**config.mk**
```make
export PLATFORM = sky130hd
export DESIGN_NAME = dual_lane_dc_blocker_gain_clip_unit_flat
export DESIGN_NICKNAME = d
export VERILOG_FILES = /design/src/dcb_pkg.sv /design/src/dcb_if.sv /design/src/dcb_ser_mul.sv /design/src/dcb_seq.sv /design/src/dcb_lane.sv /design/src/dual_lane_dc_blocker_gain_clip_unit.sv /design/src/flat_wrapper.sv
export SDC_FILE = /design/constraint.sdc
export NUM_CORES = 1
export LEC_CHECK = 0
export ABC_AREA = 1
export BUFFER_PORTS_ARGS = -buffer_cell sky130_fd_sc_hd__buf_2
export CORE_AREA = 5 5 281 283
export CTS_CLUSTER_SIZE = 8
export DETAILED_ROUTE_END_ITERATION = 8
export DIE_AREA = 0 0 286 288
export PLACE_DENSITY = 0.59
export SYNTH_ARGS = -nofsm -noshare
export SYNTH_HDL_FRONTEND = slang
export SYNTH_HIERARCHICAL = 1
export SYNTH_SLANG_ARGS = --single-unit
```
**constraint.sdc**
```tcl
create_clock -name clk -period 11.6 [get_ports clk]
set_input_delay 1.16 -clock clk [delete_from_list [all_inputs] [get_ports clk]]
set_output_delay 1.16 -clock clk [all_outputs]
set_load 0.03 [all_outputs]
```
**src/dcb_pkg.sv**
```systemverilog
// shared types, constants and width helpers of the dc blocker block
package dcb_pkg;

  localparam int DEF_FRACTION_BITS = 16;
  localparam int SAMPLE_W          = 16;
  localparam int GAIN_W            = 8;
  localparam int WORD_W            = 32;
  localparam int CFG_DATA_W        = 8;
  localparam int CFG_IDX_W         = 2;

  localparam logic [SAMPLE_W-1:0] SAT_POS = 16'h7fff;
  localparam logic [SAMPLE_W-1:0] SAT_NEG = 16'h8000;

  typedef enum logic [CFG_IDX_W-1:0] {
    REG_GAIN   = 2'd0,
    REG_STEREO = 2'd1
  } reg_idx_t;

  typedef enum logic [2:0] {
    ST_IDLE,
    ST_PASS_A,
    ST_PASS_B,
    ST_FIN,
    ST_OUT
  } seq_state_t;

  // per-cycle strobes from the sequencer to a lane
  typedef struct packed {
    logic load;
    logic a_run;
    logic a_emit;
    logic a_last;
    logic b_run;
    logic b_feed;
    logic b_keep;
    logic b_emit;
    logic b_low;
    logic fin;
    logic out_load;
  } lane_ctl_t;

  // magnitude bits of the filter state
  function automatic int mag_w(input int frac);
    return 25 + frac;
  endfunction

  // two's complement bits of the unsaturated filter sum
  function automatic int sum_w(input int frac);
    return 27 + frac;
  endfunction

endpackage

```
**src/dcb_if.sv**
```systemverilog
// valid/ready channel interfaces for input frames and result words
interface dcb_frame_if;
  logic                                  valid;
  logic                                  ready;
  logic signed [dcb_pkg::SAMPLE_W-1:0]   sample_mic_one;
  logic signed [dcb_pkg::SAMPLE_W-1:0]   sample_mic_two;
  logic                                  end_of_block;

  modport source (output valid, sample_mic_one, sample_mic_two, end_of_block, input ready);
  modport sink   (input valid, sample_mic_one, sample_mic_two, end_of_block, output ready);
endinterface

interface dcb_word_if;
  logic                                valid;
  logic                                ready;
  logic signed [dcb_pkg::WORD_W-1:0]   out_mic_one;
  logic signed [dcb_pkg::WORD_W-1:0]   out_mic_two;
  logic                                last_out;

  modport source (output valid, out_mic_one, out_mic_two, last_out, input ready);
  modport sink   (input valid, out_mic_one, out_mic_two, last_out, output ready);
endinterface

```
**src/dcb_ser_mul.sv**
```systemverilog
// serial-parallel multiplier: serial operand lsb first, parallel coefficient
module dcb_ser_mul #(
  parameter int COEF_W = dcb_pkg::DEF_FRACTION_BITS
) (
  input  logic              clk,
  input  logic              clear,
  input  logic              step,
  input  logic [COEF_W-1:0] coef,
  input  logic [COEF_W-1:0] init,
  input  logic              bit_in,
  output logic              bit_out
);

  logic [COEF_W-1:0] acc;
  logic [COEF_W:0]   sum;

  assign sum     = {1'b0, acc} + (bit_in ? {1'b0, coef} : {(COEF_W+1){1'b0}});
  assign bit_out = sum[0];

  // init adds a constant into the product, used for rounding
  always_ff @(posedge clk) begin
    if (clear) begin
      acc <= init;
    end else if (step) begin
      acc <= sum[COEF_W:1];
    end
  end

endmodule

```
**src/dcb_seq.sv**
```systemverilog
// pass sequencer shared by both lanes
module dcb_seq #(
  parameter int FRACTION_BITS = dcb_pkg::DEF_FRACTION_BITS
) (
  input  logic               clk,
  input  logic               rst,
  input  logic               in_valid,
  input  logic               out_free,
  output logic               in_ready,
  output dcb_pkg::lane_ctl_t ctl
);

  localparam int MAG_W = dcb_pkg::mag_w(FRACTION_BITS);
  localparam int SUM_W = dcb_pkg::sum_w(FRACTION_BITS);
  localparam int LEN_A = FRACTION_BITS + SUM_W;
  localparam int LEN_B = SUM_W + dcb_pkg::GAIN_W;
  localparam int CNT_W = $clog2((LEN_A > LEN_B) ? LEN_A : LEN_B);

  dcb_pkg::seq_state_t state, state_next;
  logic [CNT_W-1:0]    cnt, cnt_next;

  always_ff @(posedge clk) begin
    if (rst) begin
      state <= dcb_pkg::ST_IDLE;
      cnt   <= '0;
    end else begin
      state <= state_next;
      cnt   <= cnt_next;
    end
  end

  always_comb begin
    state_next = state;
    cnt_next   = cnt;
    ctl        = '0;
    in_ready   = 1'b0;
    case (state)
      dcb_pkg::ST_IDLE: begin
        in_ready = 1'b1;
        if (in_valid) begin
          ctl.load   = 1'b1;
          cnt_next   = '0;
          state_next = dcb_pkg::ST_PASS_A;
        end
      end
      dcb_pkg::ST_PASS_A: begin
        ctl.a_run  = 1'b1;
        ctl.a_emit = (cnt >= CNT_W'(FRACTION_BITS));
        if (cnt == CNT_W'(LEN_A - 1)) begin
          ctl.a_last = 1'b1;
          cnt_next   = '0;
          state_next = dcb_pkg::ST_PASS_B;
        end else begin
          cnt_next = cnt + 1'b1;
        end
      end
      dcb_pkg::ST_PASS_B: begin
        ctl.b_run  = 1'b1;
        ctl.b_feed = (cnt < CNT_W'(SUM_W));
        ctl.b_keep = (cnt < CNT_W'(MAG_W));
        ctl.b_emit = (cnt >= CNT_W'(FRACTION_BITS));
        ctl.b_low  = (cnt < CNT_W'(FRACTION_BITS + dcb_pkg::SAMPLE_W));
        if (cnt == CNT_W'(LEN_B - 1)) begin
          cnt_next   = '0;
          state_next = dcb_pkg::ST_FIN;
        end else begin
          cnt_next = cnt + 1'b1;
        end
      end
      dcb_pkg::ST_FIN: begin
        ctl.fin    = 1'b1;
        state_next = dcb_pkg::ST_OUT;
      end
      dcb_pkg::ST_OUT: begin
        if (out_free) begin
          ctl.out_load = 1'b1;
          state_next   = dcb_pkg::ST_IDLE;
        end
      end
      default: begin
        state_next = dcb_pkg::ST_IDLE;
      end
    endcase
  end

endmodule

```
**src/dcb_lane.sv**
```systemverilog
// one bit-serial filter lane: dc blocker, gain, rounding and clip
module dcb_lane #(
  parameter int FRACTION_BITS = dcb_pkg::DEF_FRACTION_BITS
) (
  input  logic                                 clk,
  input  logic                                 rst,
  input  dcb_pkg::lane_ctl_t                   ctl,
  input  logic signed [dcb_pkg::SAMPLE_W-1:0]  x,
  input  logic [dcb_pkg::GAIN_W-1:0]           gain,
  output logic [dcb_pkg::SAMPLE_W-1:0]         result
);

  localparam int MAG_W = dcb_pkg::mag_w(FRACTION_BITS);
  localparam int SUM_W = dcb_pkg::sum_w(FRACTION_BITS);
  localparam int SW    = dcb_pkg::SAMPLE_W;
  localparam int EXT_W = SUM_W - SW - 1 - FRACTION_BITS;
  localparam logic [FRACTION_BITS-1:0] COEF =
    FRACTION_BITS'(((64'd995 << FRACTION_BITS) + 64'd500) / 64'd1000);
  localparam logic [FRACTION_BITS-1:0] HALF = {1'b1, {(FRACTION_BITS-1){1'b0}}};

  // filter state, kept as sign and magnitude
  logic [MAG_W-1:0]    ym_sr;
  logic                yp_neg;
  logic [SW-1:0]       xp;

  logic [SUM_W-1:0]    add_sr;
  logic                carry;
  logic [SUM_W-1:0]    y_sr;
  logic                y_neg;
  logic                seen;
  logic                ovf;
  logic                hi;
  logic [SW-1:0]       mi_sr;

  logic [SW:0]         d;
  logic                dec_bit;
  logic                gain_bit;
  logic                b_add;
  logic                sum_bit;
  logic                carry_next;
  logic                mag_bit;
  logic [SW-1:0]       mi_neg;
  logic                over_pos;
  logic                over_neg;
  logic [SW-1:0]       clip;

  dcb_ser_mul #(.COEF_W(FRACTION_BITS)) u_decay (
    .clk     (clk),
    .clear   (ctl.load),
    .step    (ctl.a_run),
    .coef    (COEF),
    .init    (HALF),
    .bit_in  (ym_sr[0]),
    .bit_out (dec_bit)
  );

  dcb_ser_mul #(.COEF_W(FRACTION_BITS)) u_gain (
    .clk     (clk),
    .clear   (ctl.load),
    .step    (ctl.b_run),
    .coef    (FRACTION_BITS'(gain)),
    .init    (HALF),
    .bit_in  (mag_bit),
    .bit_out (gain_bit)
  );

  assign d = {x[SW-1], x} - {xp[SW-1], xp};

  // serial add of the input step and the signed decay term
  assign b_add      = dec_bit ^ yp_neg;
  assign sum_bit    = add_sr[0] ^ b_add ^ carry;
  assign carry_next = (add_sr[0] & b_add) | (add_sr[0] & carry) | (b_add & carry);

  // serial two's complement to magnitude: invert above the first one
  assign mag_bit = ctl.b_feed & (y_sr[0] ^ (y_neg & seen));

  assign mi_neg   = (~mi_sr) + {{(SW-1){1'b0}}, 1'b1};
  assign over_pos = hi | mi_sr[SW-1];
  assign over_neg = hi | (mi_sr[SW-1] & (|mi_sr[SW-2:0]));
  assign clip     = y_neg ? (over_neg ? dcb_pkg::SAT_NEG : mi_neg)
                          : (over_pos ? dcb_pkg::SAT_POS : mi_sr);

  always_ff @(posedge clk) begin
    if (rst) begin
      ym_sr  <= '0;
      yp_neg <= 1'b0;
      xp     <= '0;
    end else begin
      if (ctl.load) begin
        xp <= x;
      end
      if (ctl.a_run) begin
        ym_sr <= {1'b0, ym_sr[MAG_W-1:1]};
      end else if (ctl.b_keep) begin
        ym_sr <= {mag_bit, ym_sr[MAG_W-1:1]};
      end else if (ctl.fin && ovf) begin
        ym_sr <= '1;
      end
      if (ctl.fin) begin
        yp_neg <= y_neg;
      end
    end
  end

  always_ff @(posedge clk) begin
    if (ctl.load) begin
      add_sr <= {{EXT_W{d[SW]}}, d, {FRACTION_BITS{1'b0}}};
      carry  <= yp_neg;
      seen   <= 1'b0;
      ovf    <= 1'b0;
      hi     <= 1'b0;
    end
    if (ctl.a_emit) begin
      add_sr <= {add_sr[SUM_W-1], add_sr[SUM_W-1:1]};
      carry  <= carry_next;
      y_sr   <= {sum_bit, y_sr[SUM_W-1:1]};
    end
    if (ctl.a_last) begin
      y_neg <= sum_bit;
    end
    if (ctl.b_feed) begin
      y_sr <= {1'b0, y_sr[SUM_W-1:1]};
      seen <= seen | y_sr[0];
      if (!ctl.b_keep) begin
        ovf <= ovf | mag_bit;
      end
    end
    if (ctl.b_emit) begin
      if (ctl.b_low) begin
        mi_sr <= {gain_bit, mi_sr[SW-1:1]};
      end else begin
        hi <= hi | gain_bit;
      end
    end
    if (ctl.fin) begin
      result <= clip;
    end
  end

endmodule

```
**src/dual_lane_dc_blocker_gain_clip_unit.sv**
```systemverilog
// top level of the two-lane dc blocker with gain and clipping
// Frames are taken one at a time, only in the idle state. Each frame runs
// through two bit-serial passes per lane: the first shifts the stored
// filter magnitude through a serial multiplier by the 0.995 coefficient and
// adds the input step serially, the second turns the sum into a magnitude,
// saves the new state and shifts it through a serial multiplier by the gain;
// a finishing state then clips, and an output state loads the output
// register and returns to idle, where the next frame is taken. In stereo
// mode both lanes run side by side. The next frame is taken while a result
// still waits in the output register; a frame that finishes before that
// word is taken waits for it. The filter state starts at zero after reset,
// no clearing pass. Registers are to be written only while no frame is in
// flight; the block itself does not enforce this.
module dual_lane_dc_blocker_gain_clip_unit #(
  parameter int FRACTION_BITS = dcb_pkg::DEF_FRACTION_BITS
) (
  input  logic                             clk,
  input  logic                             rst,
  dcb_frame_if.sink                        frames,
  dcb_word_if.source                       words,
  input  logic                             wr_en,
  input  logic [dcb_pkg::CFG_IDX_W-1:0]    wr_index,
  input  logic [dcb_pkg::CFG_DATA_W-1:0]   wr_data
);

  localparam int SW = dcb_pkg::SAMPLE_W;
  localparam int WW = dcb_pkg::WORD_W;

  // configuration registers
  logic [dcb_pkg::GAIN_W-1:0] gain;
  logic                       stereo;
  logic [dcb_pkg::GAIN_W-1:0] gain_eff;

  dcb_pkg::lane_ctl_t ctl;
  dcb_pkg::lane_ctl_t ctl_two;
  logic               in_ready;
  logic               out_free;

  logic [SW-1:0]      res_one;
  logic [SW-1:0]      res_two;
  logic               last;

  // output register
  logic               out_valid;
  logic [WW-1:0]      out_one;
  logic [WW-1:0]      out_two;
  logic               out_last;

  always_ff @(posedge clk) begin
    if (rst) begin
      gain   <= dcb_pkg::GAIN_W'(1);
      stereo <= 1'b0;
    end else if (wr_en) begin
      case (dcb_pkg::reg_idx_t'(wr_index))
        dcb_pkg::REG_GAIN:   gain   <= wr_data[dcb_pkg::GAIN_W-1:0];
        dcb_pkg::REG_STEREO: stereo <= wr_data[0];
        default: ;
      endcase
    end
  end

  // a gain of zero behaves as unity
  assign gain_eff = (gain == '0) ? dcb_pkg::GAIN_W'(1) : gain;

  assign out_free     = !out_valid || words.ready;
  assign frames.ready = in_ready;

  dcb_seq #(.FRACTION_BITS(FRACTION_BITS)) u_seq (
    .clk      (clk),
    .rst      (rst),
    .in_valid (frames.valid),
    .out_free (out_free),
    .in_ready (in_ready),
    .ctl      (ctl)
  );

  // lane two sits still in mono so its state carries over a mode change
  assign ctl_two = stereo ? ctl : '0;

  dcb_lane #(.FRACTION_BITS(FRACTION_BITS)) u_lane_one (
    .clk    (clk),
    .rst    (rst),
    .ctl    (ctl),
    .x      (frames.sample_mic_one),
    .gain   (gain_eff),
    .result (res_one)
  );

  dcb_lane #(.FRACTION_BITS(FRACTION_BITS)) u_lane_two (
    .clk    (clk),
    .rst    (rst),
    .ctl    (ctl_two),
    .x      (frames.sample_mic_two),
    .gain   (gain_eff),
    .result (res_two)
  );

  // end-of-block flag rides along with the frame
  always_ff @(posedge clk) begin
    if (ctl.load) begin
      last <= frames.end_of_block;
    end
  end

  always_ff @(posedge clk) begin
    if (rst) begin
      out_valid <= 1'b0;
    end else if (ctl.out_load) begin
      out_valid <= 1'b1;
    end else if (words.ready) begin
      out_valid <= 1'b0;
    end
  end

  // sample goes to the high half of the word; mono copies lane one
  always_ff @(posedge clk) begin
    if (ctl.out_load) begin
      out_one  <= {res_one, {(WW-SW){1'b0}}};
      out_two  <= {(stereo ? res_two : res_one), {(WW-SW){1'b0}}};
      out_last <= last;
    end
  end

  assign words.valid       = out_valid;
  assign words.out_mic_one = out_one;
  assign words.out_mic_two = out_two;
  assign words.last_out    = out_last;

endmodule
```
**src/flat_wrapper.sv**
```systemverilog
// flat-port wrapper written by rule: the top's interface ports become plain ports
module dual_lane_dc_blocker_gain_clip_unit_flat 
#(
  parameter int FRACTION_BITS = dcb_pkg::DEF_FRACTION_BITS
)
  (clk, rst, wr_en, wr_index, wr_data, frames_valid, frames_sample_mic_one, frames_sample_mic_two, frames_end_of_block, frames_ready, words_valid, words_out_mic_one, words_out_mic_two, words_last_out, words_ready);
  dcb_frame_if frames_i ();
  dcb_word_if words_i ();
  input  logic clk;
  input  logic rst;
  input  logic wr_en;
  input  logic [dcb_pkg::CFG_IDX_W-1:0] wr_index;
  input  logic [dcb_pkg::CFG_DATA_W-1:0] wr_data;
  input wire logic [$bits(frames_i.valid)-1:0] frames_valid;
  input wire logic [$bits(frames_i.sample_mic_one)-1:0] frames_sample_mic_one;
  input wire logic [$bits(frames_i.sample_mic_two)-1:0] frames_sample_mic_two;
  input wire logic [$bits(frames_i.end_of_block)-1:0] frames_end_of_block;
  output wire logic [$bits(frames_i.ready)-1:0] frames_ready;
  output wire logic [$bits(words_i.valid)-1:0] words_valid;
  output wire logic [$bits(words_i.out_mic_one)-1:0] words_out_mic_one;
  output wire logic [$bits(words_i.out_mic_two)-1:0] words_out_mic_two;
  output wire logic [$bits(words_i.last_out)-1:0] words_last_out;
  input wire logic [$bits(words_i.ready)-1:0] words_ready;
  assign frames_i.valid = frames_valid;
  assign frames_i.sample_mic_one = frames_sample_mic_one;
  assign frames_i.sample_mic_two = frames_sample_mic_two;
  assign frames_i.end_of_block = frames_end_of_block;
  assign frames_ready = frames_i.ready;
  assign words_valid = words_i.valid;
  assign words_out_mic_one = words_i.out_mic_one;
  assign words_out_mic_two = words_i.out_mic_two;
  assign words_last_out = words_i.last_out;
  assign words_i.ready = words_ready;
  dual_lane_dc_blocker_gain_clip_unit #(.FRACTION_BITS(FRACTION_BITS)) u_core (.clk(clk), .rst(rst), .frames(frames_i), .words(words_i), .wr_en(wr_en), .wr_index(wr_index), .wr_data(wr_data));
endmodule
```
==> results of run 1 <==
## worst reg2reg max path: stages (launching register included)
cell and delay [ps]:
dfxtp_1 410, inv_2 140, nand3_2 160, a21oi_4 170
buf_4 430, nand2_1 120, inv_1 70, buf_4 390
clkinv_1 610, nand2_1 720, buf_4 440
## layout make-up
type                       instances  area (µm²)  share of cell area
tap                              988        1240              0.0421
clock buffer                     116        1950              0.0662
timing repair buffer              96         518              0.0176
sequential                       479       13000               0.442
clock inverter                     8         174             0.00592
inverter                         523        1960              0.0669
multi-input combinational       2135       10600               0.360
## worst paths after layout
path / start / end / slack [ps]
max: u_core/u_seq/state[1] / u_core/u_lane_two/y_sr[2] / 7590
min: u_core/u_lane_two/y_sr[35] / u_core/u_lane_two/y_sr[34] / 410
max reg2reg: u_core/u_seq/state[1] / u_core/u_lane_two/y_sr[2] / 7590
min reg2reg: u_core/u_lane_two/y_sr[35] / u_core/u_lane_two/y_sr[34] / 410
## per-layer routing
metal,track usage,vias to the layer above,routed length (µm)
li1,-,10157,-
met1,0.181,8664,26500
met2,0.201,289,23100
met3,0.0249,74,2340
met4,0.0362,4,993
met5,0,-,27
## stage by stage
stage / hold WS (ps) / std cells / area (µm²) / total power [mW] / setup slack [ps]
global route: 410 / 4345 / 29400 / 6.00 / 7190
finish: 408 / 4345 / 29400 / 5.61 / 7590
floorplan: 400 / 3255 / 26100 / 3.38 / 6580
CTS: 408 / 4345 / 29400 / 5.68 / 7530
global placement: 402 / 4221 / 27300 / 3.68 / 7620
detailed placement: 405 / 4221 / 27300 / 3.70 / 7550
## power by group
group          leakage [nW]  internal (mW)  switching (mW)
combinational          8.68          0.441           0.905
sequential             4.25           2.21           0.108
clock                  1.00           1.18           0.763
## sequential cells by signal (all words and copies together), names as in the netlist, 41 cells and up
name / flops
u_core/u_lane_one/add_sr: 43
u_core/u_lane_one/y_sr: 43
u_core/u_lane_two/add_sr: 43
u_core/u_lane_two/y_sr: 43
u_core/u_lane_one/ym_sr: 41
u_core/u_lane_two/ym_sr: 41
==> metrics.txt, run 1 <==
status finished clean; fin. max-slew vios 0; CP dominant cell by count buf_4; worst path cell trace inv_2, nand3_2, a21oi_4, buf_4, nand2_1, inv_1, buf_4, clkinv_1, nand2_1, buf_4; critical path arrival 4260 ps; Hold Path Class flip-flop to flip-flop; crit path launch type flip-flop; Syn Std Cell Area 25600 µm²; fin util 0.384; WL final 52900 µm; routability cong. 0.835; Num CTS Buffers 71; CTS sink cnt around 480; R2R cell count 10; VDD IR max between 0.08 and 0.09 mV; vias per std cell 4.42; CP delay by family, top buffers and inverters; LEAKAGE ~14 nW; unrepaired setup endpoints after global routing no; Gate Count Post-Synth 3116; Hold Vio Cnt, Final 0; Max-Cap Viols 0; clk buf depth 3; Warnings, synthesis 6; hold depth 0; Clock Latency Late Sink around 600 ps; Worst Max-Slew Pin Slew between 1000 and 1500 ps; die area between 80000 and 90000 µm²; vias in the first global route between 15000 and 20000; initial antenna violation count 3; commonest non-fill, non-tap cell in the layout nand2_1; Starting Density 0.335; layout overhead on the synthesized area 14.7%; skew final 31.6 ps; Synth Area per Inst just over 8 µm²; site row count 102; DR iter-0 viols 1091; CP required 11860 ps; 1st-pass router iterations 5; pin count of the biggest net entering global routing 83; Antenna Cells 0; fin nets 3463; TritonCTS clock tree built; relative slew slack 0.331; Post-route DRC 0; f_max roughly 0.25 GHz; CTS Root Cell clkbuf_16; post-CTS sizing 0; CP Capture Type flip-flop; Wirelength per Cell roughly 12 µm; P per Cell Area 191 nW/µm²; hpwl dp roughly 36000 µm; first-pass GRT wire length 88900 µm; Port Buf Inserts 82; clock-pin slew of the registers on the worst-case setup and hold paths 50 ps; io pins approximately 120; Post-DRT Antenna Nets 0; WP depth 10; CORE AREA around 76000 µm²; CP peak stage delay just over 700 ps; Final Setup Violations 0; fill count approximately 7800; crit path kind flip-flop to flip-flop; Worst path slowest cell nand2_1; Fin Setup TNS 0 ps; postcts setup bufs 0; Die Wd between 200 and 300 µm; Die Ht about 290 µm; hold buffer count at cts 0; most frequent cells in the layout 997 x nand2_1, 500 x inv_1, 338 x edfxtp_1, 259 x nor2_1, 166 x nand3_1; via count 19188; GRT overflow 0; Final period util 0.346; H-tree levels 3; crit path max fanout 51; clock period minus worst slack 4010 ps; buffers and inverters on the worst path 6; share of cells above drive strength 1 0.0882; Total Routing Usage GR 0.128
Power figures use the tool's default switching activity.
==> run 2, diff against run 1 <==
- PLACE_DENSITY: 0.59 -> 0.61
- clock period: 11.6 -> 3.45 ns (I/O delays scaled with it)
==> run 2 against run 1 <==
Effect of this change:
- cell count rose by 0.53%
- clock skew fell by 6.4 ps
- non-clock buffer count rose by 19
- count of clock-buffer cells in the layout rose by 6
- critical path depth rose by 10
- setup slack got worse by 7300 ps
- utilization rose by 0.29 points
- global-route usage fell by 0.22 points
- routed wire length barely moved
- sequential cell count did not move
==> metrics.txt, run 2 (same netlist as run 1, synthesis figures left out) <==
Post-DRT Antenna Nets 0 (unchanged); Starting Density 0.335 (unchanged); crit path max fanout 12 (-76%); status finished clean; reg2reg start u_core/u_seq/state[2]; site row count 102 (unchanged); Post-DP Area 27400 µm² (+0.56%); CP dominant cell by count nand2_1; H-tree levels 3 (unchanged); GRT overflow 0 (unchanged); DR iter-0 viols 1158 (+6.1%); vias in the first global route 17708 (-0.45%); fill count 7751 (-0.22%); R2R Path End u_core/u_lane_two/u_gain/acc[6]; Die Ht 288 µm (unchanged); CP Capture Type flip-flop; Total Routing Usage GR 0.126 (-0.00219); Port Buf Inserts 82 (unchanged); Fin Setup TNS 0 ps (unchanged); relative slew slack 0.402 (+0.0706); crit path kind flip-flop to flip-flop; critical path arrival 3480 ps (-780 ps); f_max 0.321 GHz (+29%); Finished Cell Area 29600 µm² (+0.76%); clk buf depth 3 (unchanged); Final Setup Violations 0 (unchanged); 1st-pass router iterations 6 (+1); reg-to-reg slack, setup 330 ps (-7260 ps); Post-route DRC 0 (unchanged); fin nets 3481 (+0.52%); LEAKAGE 14.0 nW (+0.71%); Antenna Cells 0 (unchanged); Num CTS Buffers 70 (-1.4%); share of cells above drive strength 1 0.0932 (+0.00502); first-pass GRT wire length 87800 µm (-1.2%); commonest non-fill, non-tap cell in the layout nand2_1; Worst Max-Slew Pin Slew 897 ps (-105 ps); hold slack final 48.0 ps (-360 ps); io pins 115 (unchanged); most frequent cells in the layout 997 x nand2_1, 498 x inv_1, 338 x edfxtp_1, 259 x nor2_1, 165 x nand3_1; pin count of the biggest net entering global routing 72 (-13%); clock period minus worst slack 3120 ps (-890 ps); Final period util 0.904 (+0.559); vias per std cell 4.39 (-0.51%); crit path launch type flip-flop; skew final 25.2 ps (-6.39 ps); fin. max-slew vios 0 (unchanged); Hold Path Class primary input to flip-flop; CTS Root Cell clkbuf_16; Max-Cap Viols 0 (unchanged); TritonCTS clock tree built; Clock Latency Late Sink 600 ps (about the same); initial antenna violation count 0 (-3); CP required 3810 ps (-8050 ps); Hold Vio Cnt, Final 0 (unchanged); R2R cell count 20 (+10); die area 82400 µm² (unchanged); CORE AREA 76400 µm² (unchanged); hold_sp frames_sample_mic_one[5]; Die Wd 286 µm (unchanged); Worst path slowest cell dfxtp_1; hold depth 3 (+3); CTS sink cnt 479 (unchanged); VDD IR max 0.391 mV (+360%); CP peak stage delay 330 ps (-390 ps); worst path cell trace nor2_4, nand2_4, inv_2, o21ai_0, a41oi_2, nand2_1, inv_1, nand3_2, inv_4, buf_4, nand2_1, inv_1, ha_1, nand2_1, inv_1, a21oi_1, nand2_1, or2_2, nand3_1, nand2_1; WL final 52900 µm (about the same); hpwl dp 36200 µm (+0.65%); via count 19192 (+0.021%); Wirelength per Cell 12.1 µm (-0.60%); hold endpoint u_core/u_lane_one/xp[5]; P per Cell Area 637 nW/µm² (+230%); routability cong. 0.841 (+0.74%); layout overhead on the synthesized area 15.6%; clock-pin slew of the registers on the worst-case setup and hold paths 50 ps (about the same)
-- run 2: cell count changes in the layout (fill, tap and decap cells not counted), moves of 2 or more --
cell / previous run / this run
buf_4: 15 / 28
clkbuf_1: 45 / 50
buf_12: 0 / 3
dlygate4sd3_1: 0 / 3
inv_16: 3 / 0
clkinv_16: 2 / 4
inv_1: 500 / 498
-- run 2: layout make-up --
class                      instances  area (µm²)  share of cell area
sequential                       479       13000               0.438
clock buffer                     122        1980              0.0668
clock inverter                     6         153             0.00516
tap                              988        1240              0.0418
inverter                         523        1970              0.0665
timing repair buffer             115         706              0.0238
multi-input combinational       2135       10600               0.358
-- run 2: worst max path at each step --
stage	startpoint	end	slack, ps
floorplan	u_core/u_seq/state[2]	u_core/u_lane_two/add_sr[0]	260
global placement	u_core/u_seq/state[2]	u_core/u_lane_two/u_gain/acc[6]	220
detailed placement	u_core/u_seq/state[2]	u_core/u_lane_two/u_gain/acc[6]	110
CTS	u_core/u_seq/state[2]	u_core/u_lane_two/u_gain/acc[6]	120
global route	u_core/u_seq/state[2]	u_core/u_lane_two/u_gain/acc[6]	-7
finish	u_core/u_seq/state[2]	u_core/u_lane_two/u_gain/acc[6]	330
-- run 2: what timing repair did --
item	4_1_cts	5_1_grt
hold endpoints to repair	3	0
setup buffers	0	2
hold buffers	3	0
setup endpoints to repair	0	15
resized for setup	0	5
-- run 2: through the flow --
step | util | worst slack (ps) | std cells | total power, mW
after floorplan | - | 261 | 3255 | 11.4
after global placement | 0.358 | 220 | 4235 | 12.4
after detailed placement | 0.358 | 113 | 4235 | 12.5
final | 0.387 | 331 | 4368 | 18.9
after global routing | 0.387 | -6.75 | 4368 | 20.1
after CTS | 0.387 | 115 | 4366 | 19.1
-- run 2: per-layer routing --
layer  wire length, µm  global-route usage
met1             26800               0.179
met2             23000               0.197
met3              2120              0.0244
met4              1050              0.0347
met5                 0                   0
-- run 2: worst max-delay path, delay by kind of cell (launching register included) --
family          cells  cell delay, ps
compound gates      3             530
fa+ha+maj           1             270
buf+inv             6             570
flops               1             330
simple gates       10            1160
-- run 2: where the power goes --
group / leakage, nW / total (mW) / internal [mW] / switching, mW
clock: 1.00 / 6.47 / 3.92 / 2.55
combinational: 8.78 / 4.59 / 1.53 / 3.06
sequential: 4.25 / 7.79 / 7.44 / 0.357
